`src/hw/rtl/xed_pkg.sv`:
```
// Shared types, constants and entity tables for the XML entity decoder.
package xed_pkg;

	localparam int unsigned ST_W         = 5;
	localparam int unsigned MATCH_STATES = 21;
	localparam int unsigned POS_W        = 3;

	localparam logic [ST_W-1:0] ST_IDLE = 5'd0;
	localparam logic [ST_W-1:0] ST_AMP  = 5'd1;

	localparam logic [7:0] CH_AMP = 8'h26;

	// Work handed from the front to the back: an optional flush of a partial
	// entity (ampersand plus held bytes), then an optional single data byte.
	typedef struct packed {
		logic [ST_W-1:0] flush_st;
		logic            has_data;
		logic [7:0]      data;
		logic            last;
	} cmd_t;

	typedef struct packed {
		logic            found;
		logic [ST_W-1:0] to;
		logic [7:0]      dec;
	} edge_t;

	// One transition of the entity matcher; to == ST_IDLE means complete.
	function automatic edge_t match_step(input logic [ST_W-1:0] st, input logic [7:0] b);
		edge_t e;
		e = '{found: 1'b1, to: ST_IDLE, dec: 8'h00};
		case ({st, b})
			{5'd1,  8'h23}: e.to = 5'd2;
			{5'd2,  8'h31}: e.to = 5'd3;
			{5'd3,  8'h30}: e.to = 5'd4;
			{5'd4,  8'h3B}: e.dec = 8'h0A;
			{5'd3,  8'h33}: e.to = 5'd5;
			{5'd5,  8'h3B}: e.dec = 8'h0D;
			{5'd2,  8'h39}: e.to = 5'd6;
			{5'd6,  8'h3B}: e.dec = 8'h09;
			{5'd1,  8'h61}: e.to = 5'd7;
			{5'd7,  8'h6D}: e.to = 5'd8;
			{5'd8,  8'h70}: e.to = 5'd9;
			{5'd9,  8'h3B}: e.dec = 8'h26;
			{5'd7,  8'h70}: e.to = 5'd10;
			{5'd10, 8'h6F}: e.to = 5'd11;
			{5'd11, 8'h73}: e.to = 5'd12;
			{5'd12, 8'h3B}: e.dec = 8'h27;
			{5'd1,  8'h6C}: e.to = 5'd13;
			{5'd13, 8'h74}: e.to = 5'd14;
			{5'd14, 8'h3B}: e.dec = 8'h3C;
			{5'd1,  8'h67}: e.to = 5'd15;
			{5'd15, 8'h74}: e.to = 5'd16;
			{5'd16, 8'h3B}: e.dec = 8'h3E;
			{5'd1,  8'h71}: e.to = 5'd17;
			{5'd17, 8'h75}: e.to = 5'd18;
			{5'd18, 8'h6F}: e.to = 5'd19;
			{5'd19, 8'h74}: e.to = 5'd20;
			{5'd20, 8'h3B}: e.dec = 8'h22;
			default: e.found = 1'b0;
		endcase
		return e;
	endfunction

	// Number of bytes held after the ampersand in a match state.
	function automatic logic [POS_W-1:0] held_len(input logic [ST_W-1:0] st);
		logic [POS_W-1:0] n;
		case (st)
			5'd2, 5'd7, 5'd13, 5'd15, 5'd17:        n = 3'd1;
			5'd3, 5'd6, 5'd8, 5'd10, 5'd14, 5'd16, 5'd18: n = 3'd2;
			5'd4, 5'd5, 5'd9, 5'd11, 5'd19:         n = 3'd3;
			5'd12, 5'd20:                           n = 3'd4;
			default:                                n = 3'd0;
		endcase
		return n;
	endfunction

	// Held byte number idx of a match state.
	function automatic logic [7:0] held_char(input logic [ST_W-1:0] st, input logic [1:0] idx);
		logic [7:0] c;
		c = 8'h00;
		case (st)
			5'd2, 5'd3, 5'd4, 5'd5, 5'd6: begin
				case (idx)
					2'd0:    c = 8'h23;
					2'd1:    c = (st == 5'd6) ? 8'h39 : 8'h31;
					default: c = (st == 5'd5) ? 8'h33 : 8'h30;
				endcase
			end
			5'd7, 5'd8, 5'd9: begin
				case (idx)
					2'd0:    c = 8'h61;
					2'd1:    c = 8'h6D;
					default: c = 8'h70;
				endcase
			end
			5'd10, 5'd11, 5'd12: begin
				case (idx)
					2'd0:    c = 8'h61;
					2'd1:    c = 8'h70;
					2'd2:    c = 8'h6F;
					default: c = 8'h73;
				endcase
			end
			5'd13, 5'd14: c = (idx == 2'd0) ? 8'h6C : 8'h74;
			5'd15, 5'd16: c = (idx == 2'd0) ? 8'h67 : 8'h74;
			5'd17, 5'd18, 5'd19, 5'd20: begin
				case (idx)
					2'd0:    c = 8'h71;
					2'd1:    c = 8'h75;
					2'd2:    c = 8'h6F;
					default: c = 8'h74;
				endcase
			end
			default: c = 8'h00;
		endcase
		return c;
	endfunction

endpackage

```
`src/hw/rtl/xed_if.sv`:
```
// Valid/ready channel interfaces for encoded input words and decoded output words.
interface xed_in_if;
	logic       valid;
	logic       ready;
	logic [7:0] in_byte;
	logic       in_last;

	modport source (output valid, output in_byte, output in_last, input ready);
	modport sink   (input valid, input in_byte, input in_last, output ready);
endinterface

interface xed_out_if;
	logic       valid;
	logic       ready;
	logic [7:0] out_byte;
	logic       run_end;
	logic       stream_end;

	modport source (output valid, output out_byte, output run_end, output stream_end,
		input ready);
	modport sink   (input valid, input out_byte, input run_end, input stream_end,
		output ready);
endinterface

```
`src/hw/rtl/xed_front.sv`:
```
// Front end: accepts input words, runs the entity matcher, issues commands.
module xed_front (
	input  logic          clk,
	input  logic          arst_n,
	input  logic          in_valid,
	input  logic [7:0]    in_data,
	input  logic          in_last,
	output logic          in_ready,
	input  logic          q_full,
	output logic          push,
	output xed_pkg::cmd_t cmd
);
	import xed_pkg::*;

	logic [ST_W-1:0] st_q;
	logic [ST_W-1:0] st;
	logic [ST_W-1:0] nst;
	logic [ST_W-1:0] nst_fin;
	edge_t           e;
	logic            accept;

	assign in_ready = !q_full;
	assign accept   = in_valid && in_ready;

	always_comb begin
		st = (st_q >= ST_W'(MATCH_STATES)) ? ST_IDLE : st_q;
		e  = match_step(st, in_data);
		cmd = '{flush_st: ST_IDLE, has_data: 1'b0, data: in_data, last: in_last};
		nst = ST_IDLE;
		if (st != ST_IDLE) begin
			if (e.found) begin
				nst = e.to;
				if (e.to == ST_IDLE) begin
					cmd.has_data = 1'b1;
					cmd.data     = e.dec;
				end
			end else begin
				cmd.flush_st = st;
				if (in_data == CH_AMP) begin
					nst = ST_AMP;
				end else begin
					cmd.has_data = 1'b1;
				end
			end
		end else if (in_data == CH_AMP) begin
			nst = ST_AMP;
		end else begin
			cmd.has_data = 1'b1;
		end
		// end of region: flush whatever partial entity remains
		nst_fin = nst;
		if (in_last && nst != ST_IDLE) begin
			nst_fin = ST_IDLE;
			if (cmd.flush_st == ST_IDLE) begin
				cmd.flush_st = nst;
			end else begin
				cmd.has_data = 1'b1;
				cmd.data     = CH_AMP;
			end
		end
	end

	assign push = accept && (cmd.has_data || cmd.flush_st != ST_IDLE);

	always_ff @(posedge clk or negedge arst_n) begin
		if (!arst_n) begin
			st_q <= ST_IDLE;
		end else if (accept) begin
			st_q <= nst_fin;
		end
	end
endmodule

```
`src/hw/rtl/xed_queue.sv`:
```
// Short command queue between front and back.
module xed_queue #(
	parameter int unsigned DEPTH = 2
) (
	input  logic          clk,
	input  logic          arst_n,
	input  logic          push,
	input  xed_pkg::cmd_t wr_cmd,
	input  logic          pop,
	output xed_pkg::cmd_t rd_cmd,
	output logic          not_empty,
	output logic          full
);
	import xed_pkg::*;

	localparam int unsigned PTR_W = (DEPTH > 1) ? $clog2(DEPTH) : 1;
	localparam int unsigned CNT_W = $clog2(DEPTH + 1);

	cmd_t             mem_q [DEPTH];
	logic [PTR_W-1:0] wr_ptr_q;
	logic [PTR_W-1:0] rd_ptr_q;
	logic [CNT_W-1:0] cnt_q;
	logic             do_push;
	logic             do_pop;

	assign not_empty = cnt_q != '0;
	assign full      = cnt_q == CNT_W'(DEPTH);
	assign do_push   = push && !full;
	assign do_pop    = pop && not_empty;
	assign rd_cmd    = mem_q[rd_ptr_q];

	always_ff @(posedge clk) begin
		if (do_push) begin
			mem_q[wr_ptr_q] <= wr_cmd;
		end
	end

	always_ff @(posedge clk or negedge arst_n) begin
		if (!arst_n) begin
			wr_ptr_q <= '0;
			rd_ptr_q <= '0;
			cnt_q    <= '0;
		end else begin
			if (do_push) begin
				wr_ptr_q <= (wr_ptr_q == PTR_W'(DEPTH - 1)) ? '0 : wr_ptr_q + 1'b1;
			end
			if (do_pop) begin
				rd_ptr_q <= (rd_ptr_q == PTR_W'(DEPTH - 1)) ? '0 : rd_ptr_q + 1'b1;
			end
			if (do_push && !do_pop) begin
				cnt_q <= cnt_q + 1'b1;
			end else if (do_pop && !do_push) begin
				cnt_q <= cnt_q - 1'b1;
			end
		end
	end
endmodule

```
`src/hw/rtl/xed_back.sv`:
```
// Back end: expands each command into output words through an output register.
module xed_back (
	input  logic          clk,
	input  logic          arst_n,
	input  logic          cmd_valid,
	input  xed_pkg::cmd_t cmd,
	output logic          pop,
	output logic          out_valid,
	output logic [7:0]    out_data,
	output logic          out_run_end,
	output logic          out_stream_end,
	input  logic          out_ready
);
	import xed_pkg::*;

	logic [POS_W-1:0] pos_q;
	logic [POS_W-1:0] hl;
	logic [POS_W-1:0] cnt;
	logic [POS_W-1:0] pos_m1;
	logic             flushing;
	logic             at_end;
	logic             load;
	logic [7:0]       nxt;
	logic             ov_q;
	logic [7:0]       data_q;
	logic             run_end_q;
	logic             stream_end_q;

	always_comb begin
		flushing = cmd.flush_st != ST_IDLE;
		hl       = held_len(cmd.flush_st);
		cnt      = (flushing ? hl + 3'd1 : 3'd0) + POS_W'(cmd.has_data);
		pos_m1   = pos_q - 3'd1;
		at_end   = pos_q == cnt - 3'd1;
		if (flushing && pos_q == 3'd0) begin
			nxt = CH_AMP;
		end else if (flushing && pos_q <= hl) begin
			nxt = held_char(cmd.flush_st, pos_m1[1:0]);
		end else begin
			nxt = cmd.data;
		end
	end

	assign load = cmd_valid && (!ov_q || out_ready);
	assign pop  = load && at_end;

	always_ff @(posedge clk) begin
		if (load) begin
			data_q       <= nxt;
			run_end_q    <= at_end;
			stream_end_q <= at_end && cmd.last;
		end
	end

	always_ff @(posedge clk or negedge arst_n) begin
		if (!arst_n) begin
			ov_q  <= 1'b0;
			pos_q <= '0;
		end else begin
			if (load) begin
				ov_q  <= 1'b1;
				pos_q <= at_end ? '0 : pos_q + 3'd1;
			end else if (out_ready) begin
				ov_q <= 1'b0;
			end
		end
	end

	assign out_valid      = ov_q;
	assign out_data       = data_q;
	assign out_run_end    = run_end_q;
	assign out_stream_end = stream_end_q;
endmodule

```
`src/hw/rtl/xml_entity_decoder.sv`:
```
// Top level of the XML character entity decoder.
//
//   channel   | dir | words                      | payload
//   ----------+-----+----------------------------+---------------------------------
//   text_in   | in  | one encoded byte per word  | in_byte[7:0], in_last
//   text_out  | out | one decoded byte per word  | out_byte[7:0], run_end, stream_end
//
// Cycles: one input word per cycle while the queue has room and each
// word yields at most one output word; a word that flushes a partial
// entity yields up to six output words, and the back end drains them one
// per cycle from its output register while the output is taken. An accepted
// input word goes through the command queue into the output register.
// Reset: arst_n clears the match state, the queue and the output register.
// Stalls: the command queue (QDEPTH entries) parts front and back, so input
// stalls only when the queue fills; a held output word blocks only the back.
module xml_entity_decoder #(
	parameter int unsigned QDEPTH = 2
) (
	input logic clk,
	input logic arst_n,
	xed_in_if.sink    text_in,
	xed_out_if.source text_out
);
	import xed_pkg::*;

	cmd_t front_cmd;
	cmd_t head_cmd;
	logic push;
	logic pop;
	logic q_full;
	logic q_not_empty;

	// Classify each input word and track the partial entity.
	xed_front u_front (
		.clk      (clk),
		.arst_n   (arst_n),
		.in_valid (text_in.valid),
		.in_data  (text_in.in_byte),
		.in_last  (text_in.in_last),
		.in_ready (text_in.ready),
		.q_full   (q_full),
		.push     (push),
		.cmd      (front_cmd)
	);

	// Hold pending commands so front and back stall independently.
	xed_queue #(
		.DEPTH (QDEPTH)
	) u_queue (
		.clk       (clk),
		.arst_n    (arst_n),
		.push      (push),
		.wr_cmd    (front_cmd),
		.pop       (pop),
		.rd_cmd    (head_cmd),
		.not_empty (q_not_empty),
		.full      (q_full)
	);

	// Expand commands into output words, one per cycle unless the output stalls.
	xed_back u_back (
		.clk            (clk),
		.arst_n         (arst_n),
		.cmd_valid      (q_not_empty),
		.cmd            (head_cmd),
		.pop            (pop),
		.out_valid      (text_out.valid),
		.out_data       (text_out.out_byte),
		.out_run_end    (text_out.run_end),
		.out_stream_end (text_out.stream_end),
		.out_ready      (text_out.ready)
	);
endmodule
```
`src/flat_wrapper.sv`:
```
// flat-port wrapper written by rule: the top's interface ports become plain ports
module xml_entity_decoder_flat import xed_pkg::*;
#(
	parameter int unsigned QDEPTH = 2
)
  (clk, arst_n, text_in_valid, text_in_in_byte, text_in_in_last, text_in_ready, text_out_valid, text_out_out_byte, text_out_run_end, text_out_stream_end, text_out_ready);
  xed_in_if text_in_i ();
  xed_out_if text_out_i ();
  input logic clk;
  input logic arst_n;
  input wire logic [$bits(text_in_i.valid)-1:0] text_in_valid;
  input wire logic [$bits(text_in_i.in_byte)-1:0] text_in_in_byte;
  input wire logic [$bits(text_in_i.in_last)-1:0] text_in_in_last;
  output wire logic [$bits(text_in_i.ready)-1:0] text_in_ready;
  output wire logic [$bits(text_out_i.valid)-1:0] text_out_valid;
  output wire logic [$bits(text_out_i.out_byte)-1:0] text_out_out_byte;
  output wire logic [$bits(text_out_i.run_end)-1:0] text_out_run_end;
  output wire logic [$bits(text_out_i.stream_end)-1:0] text_out_stream_end;
  input wire logic [$bits(text_out_i.ready)-1:0] text_out_ready;
  assign text_in_i.valid = text_in_valid;
  assign text_in_i.in_byte = text_in_in_byte;
  assign text_in_i.in_last = text_in_in_last;
  assign text_in_ready = text_in_i.ready;
  assign text_out_valid = text_out_i.valid;
  assign text_out_out_byte = text_out_i.out_byte;
  assign text_out_run_end = text_out_i.run_end;
  assign text_out_stream_end = text_out_i.stream_end;
  assign text_out_i.ready = text_out_ready;
  xml_entity_decoder #(.QDEPTH(QDEPTH)) u_core (.clk(clk), .arst_n(arst_n), .text_in(text_in_i), .text_out(text_out_i));
endmodule
```
`config.mk`:
```
export PLATFORM = sky130hd
export DESIGN_NAME = xml_entity_decoder_flat
export DESIGN_NICKNAME = d
export VERILOG_FILES = /design/src/hw/rtl/xed_pkg.sv /design/src/hw/rtl/xed_if.sv /design/src/hw/rtl/xed_front.sv /design/src/hw/rtl/xed_queue.sv /design/src/hw/rtl/xed_back.sv /design/src/hw/rtl/xml_entity_decoder.sv /design/src/flat_wrapper.sv
export SDC_FILE = /design/constraint.sdc
export NUM_CORES = 1
export LEC_CHECK = 0
export BUFFER_PORTS_ARGS = -buffer_cell sky130_fd_sc_hd__buf_2
export CORE_ASPECT_RATIO = 0.6
export CORE_MARGIN = 10
export CORE_UTILIZATION = 56
export CTS_CLUSTER_SIZE = 10
export DETAILED_ROUTE_END_ITERATION = 6
export GPL_ROUTABILITY_DRIVEN = 0
export HOLD_SLACK_MARGIN = 0.03
export PLACE_DENSITY = 0.73
export RECOVER_POWER = 100
export SLEW_MARGIN = 40
export SYNTH_ARGS = -nofsm -noshare
export SYNTH_HDL_FRONTEND = slang
export SYNTH_SLANG_ARGS = --single-unit
```
`constraint.sdc`:
```
create_clock -name clk -period 3.26 [get_ports clk]
set_input_delay 0.326 -clock clk [delete_from_list [all_inputs] [get_ports clk]]
set_output_delay 0.326 -clock clk [all_outputs]
set_load 0.02 [all_outputs]
```
==> out/metrics.yaml <==
timing:
  clock-skew-final_ps: 6.612
  min_period_over_period: 1.015
  final_max_slew_viol_count: 0
  rsz0062_at_grt: "true"
  worst_slack_ps: -48.15
  setup_viol: 4
  slew_headroom: 0.3924
  fin_hold_ws_ps: 289.9
  period_minus_slack_ps: 3308
  worst_pin_slew_ps: 900.0
  timing.setup.tns_ps: -51.08
  hold_violations: 0
  max_freq_ghz: 0.3023
job:
  drv_cap: 0
synthesis:
  synth_ff_type: "edfxtp_1"
  netlist_instances: 449
  ys_types: 73
  synth_xor_area_frac: 0.03005
  synthMuxAreaShare: 0.05305
  synth_top_family_by_area: "simple AND/OR/NAND/NOR gates"
  synth_area_leaders: "edfxtp_1, dfrtp_1, ha_1, nand2_1, o21ai_0"
  synth-warning-count: 0
  synth.most_common_cell: "nand2_1"
  synth_edf_count: 40
  synthAdderAreaFrac: 0.04600
  ys_seq_area_frac: 0.3741
  synth_compound_area_frac: 0.1944
  syn_nets: 477
  synthTopCellsByCount: "nand2_1, edfxtp_1, nor2_1"
  synth_top_area_frac: 0.2944
  netlist_area_mm2: 0.004080
  async_flop_share: 0.2453
  synth_top_area_cell: "edfxtp_1"
  ys_ff_latch: 53
  yosys.area_share.simple: 0.2686
  postSynthAreaPerCell_um2: 9.087
worst_setup_path:
  worst_setup_path_end_kind: "flip-flop"
  worstSetupPathType: "flip-flop to flip-flop"
  worstPathArrival_ps: 3520
  start_kind: "flip-flop"
  worst_ep_required_time_ps: 3470
  max_stage_delay_ps: 510
  path_delay_family: "simple AND/OR/NAND/NOR gates"
  worst_path_most_repeated_cell: "ha_4"
  r2r-start: "u_core.u_queue.rd_ptr_q"
  path_max_fanout: 7
  cp_num_buf_inv: 1
  critPathLaunch: "u_core.u_queue.rd_ptr_q"
  cpMaxStageDelayCell: "dfrtp_2"
  worstPathCellList: "buf_6 -> mux2i_4 -> nor2_2 -> a21oi_2 -> nor2_2 -> a31oi_1 -> o21ai_2 -> nand2b_4 -> ha_4 -> ha_4 -> xnor2_4 -> xnor2_2 -> nor3_4 -> nand2_2 -> ha_4 -> xor2_1 -> nor2_1 -> xor2_1"
run_status:
  status: "finished, violations left"
  violations: "negative setup slack"
final_layout:
  fin_cells: 602
  diodes: 0
  nNetsFinal: 542
  post-route-util: 0.7386
  drive_gt1_frac: 0.2252
  syn2layout_area_growth_pct: 24.50
floorplan:
  initial_core_util: 0.5932
  fp.dieArea_mm2: 0.01121
  std_cell_rows: 23
  pin_count: 25
  die_h_um: 86.12
  coreArea_mm2: 0.006878
  die_w_um: 130.2
place:
  placed_cells: 584
  portBuffers: 24
  dp_hpwl_mm: 8.991
  pre_cts_slack_ps: -195.8
power:
  clock_power_share: 0.121
  seq_power_share: 0.265
  comb_power_share: 0.614
  power_switching_uw: 1875
  vdd_ir_drop_max_v: 0.0006347
  p_sw_frac: 0.4260
  internal-power_uw: 2527
  power_density_mw_per_mm2: 866.6
  p_leak_uw: 0.001989
global_route:
  grt_usage: 0.2127
  grt.overflow.total: 0
  grt_pass1_wl_mm: 19.24
  grt_pass1_vias: 3811
  antenna_found_initial: 0
  grt_max_degree: 26
clock_network:
  root_buffer: "clkbuf_16"
  cts_buffers: 5
  clock-sinks: 53
  clock_path_buffers: 2
  cts_htree_levels: 2
  clk_latency_ps: 290
  cts_tree: "done"
  clkTransAtPathRegs_ps: 70
route:
  initialDrtViolationCount: 581
  ant_nets: 0
  wirelength_mm: 12.61
  wire_per_inst_um: 20.94
  vias: 4119
  avgViaCountPerCell: 6.842
  drc: 0
  drt_pre_antenna_iters: 5
min_path:
  hold_path.class: "input pin to flip-flop"
  min_from: "text_out_ready"
## placed cells by master (no fill, tap or decap), types with 8 or more instances in the layout
cell / synthesis / final
nor3_1: 13 / 12
nand2_1: 45 / 41
o31ai_1: 8 / 8
nand4_1: 16 / 16
buf_2: 5 / 8
buf_4: 0 / 42
a21oi_1: 22 / 21
dfrtp_1: 13 / 12
clkbuf_1: 18 / 21
nand2b_1: 9 / 8
nand3_1: 16 / 15
inv_1: 11 / 11
ha_1: 15 / 11
nor2_1: 33 / 29
o21ai_0: 29 / 27
edfxtp_1: 40 / 40
mux2i_1: 11 / 9
## per-stage QoR
step	power, uW	cell area, um^2
floorplan	2560	4096
global placement	3219	4629
detailed placement	3283	4629
CTS	3903	4840
global route	4694	5080
finish	4402	5080
## power by group through the flow
stage | Combinational (uW) | Clock [uW] | Sequential (uW)
floorplan | 1350 | 0 | 1210
global placement | 2080 | 0 | 1140
detailed placement | 2130 | 0 | 1150
CTS | 2220 | 543 | 1140
global route | 2940 | 566 | 1190
finish | 2700 | 534 | 1170
## area by class of cell
| cell class | instances | area [um^2] |
|---|---|---|
| clock buffer | 5 | 125.1 |
| clock inverter | 3 | 26.28 |
| fill | 506 | 1798 |
| inverter | 11 | 41.29 |
| multi-input combinational | 361 | 2665 |
| sequential | 53 | 1528 |
| tap | 87 | 108.9 |
| timing repair buffer | 82 | 585.6 |
## cell families after synthesis
logic type,Yosys count
buf+inv,35
compound gates,118
fa+ha+maj,15
flops,53
simple gates,194
xor+xnor,14
mux,20
## per-layer routing
layer  track usage  up-vias  part of all wire
li1              -     1867                 -
met1        0.2943     1934              0.43
met2        0.2932      291              0.41
met3        0.1076       27              0.15
met4       0.02846        0            0.0098
met5             0        -                 0
## worst paths after layout
path                                      endpoint  slack, ps  depth (start not counted)
hold / removal             u_core.u_back.out_valid        290                          3
setup / recovery           u_core.u_queue.cnt_q[1]        -50                         18
hold reg to reg            u_core.u_back.out_valid        510                          2
max in group asynchronous  u_core.u_queue.rd_ptr_q       2160                          2
setup reg to reg           u_core.u_queue.cnt_q[1]        -50                         18
min in group asynchronous   u_core.u_front.st_q[1]        600                          2
## state kept, by name (all words and copies together), names as in the netlist
register                      cells
u_core.u_queue.mem_q             30
u_core.u_queue.cnt_q              2
u_core.u_back.out_stream_end      1
u_core.u_queue.rd_ptr_q           1
u_core.u_back.out_valid           1
u_core.u_back.pos_q               3
u_core.u_front.st_q               5
u_core.u_back.out_run_end         1
u_core.u_queue.wr_ptr_q           1
u_core.u_back.out_data            8
## worst min-delay path, stage by stage
cell	delay [ps]
buf_2	70
nand2b_1	100
nand2_1	50
## repair_timing
action	CTS	global route
setup endpoints to repair	11	40
hold buffers	1	0
pin swaps	0	15
gates resized for setup	10	47
setup buffers	1	9
hold endpoints to repair	13	0
No activity file was read; power rests on OpenSTA's default activity.
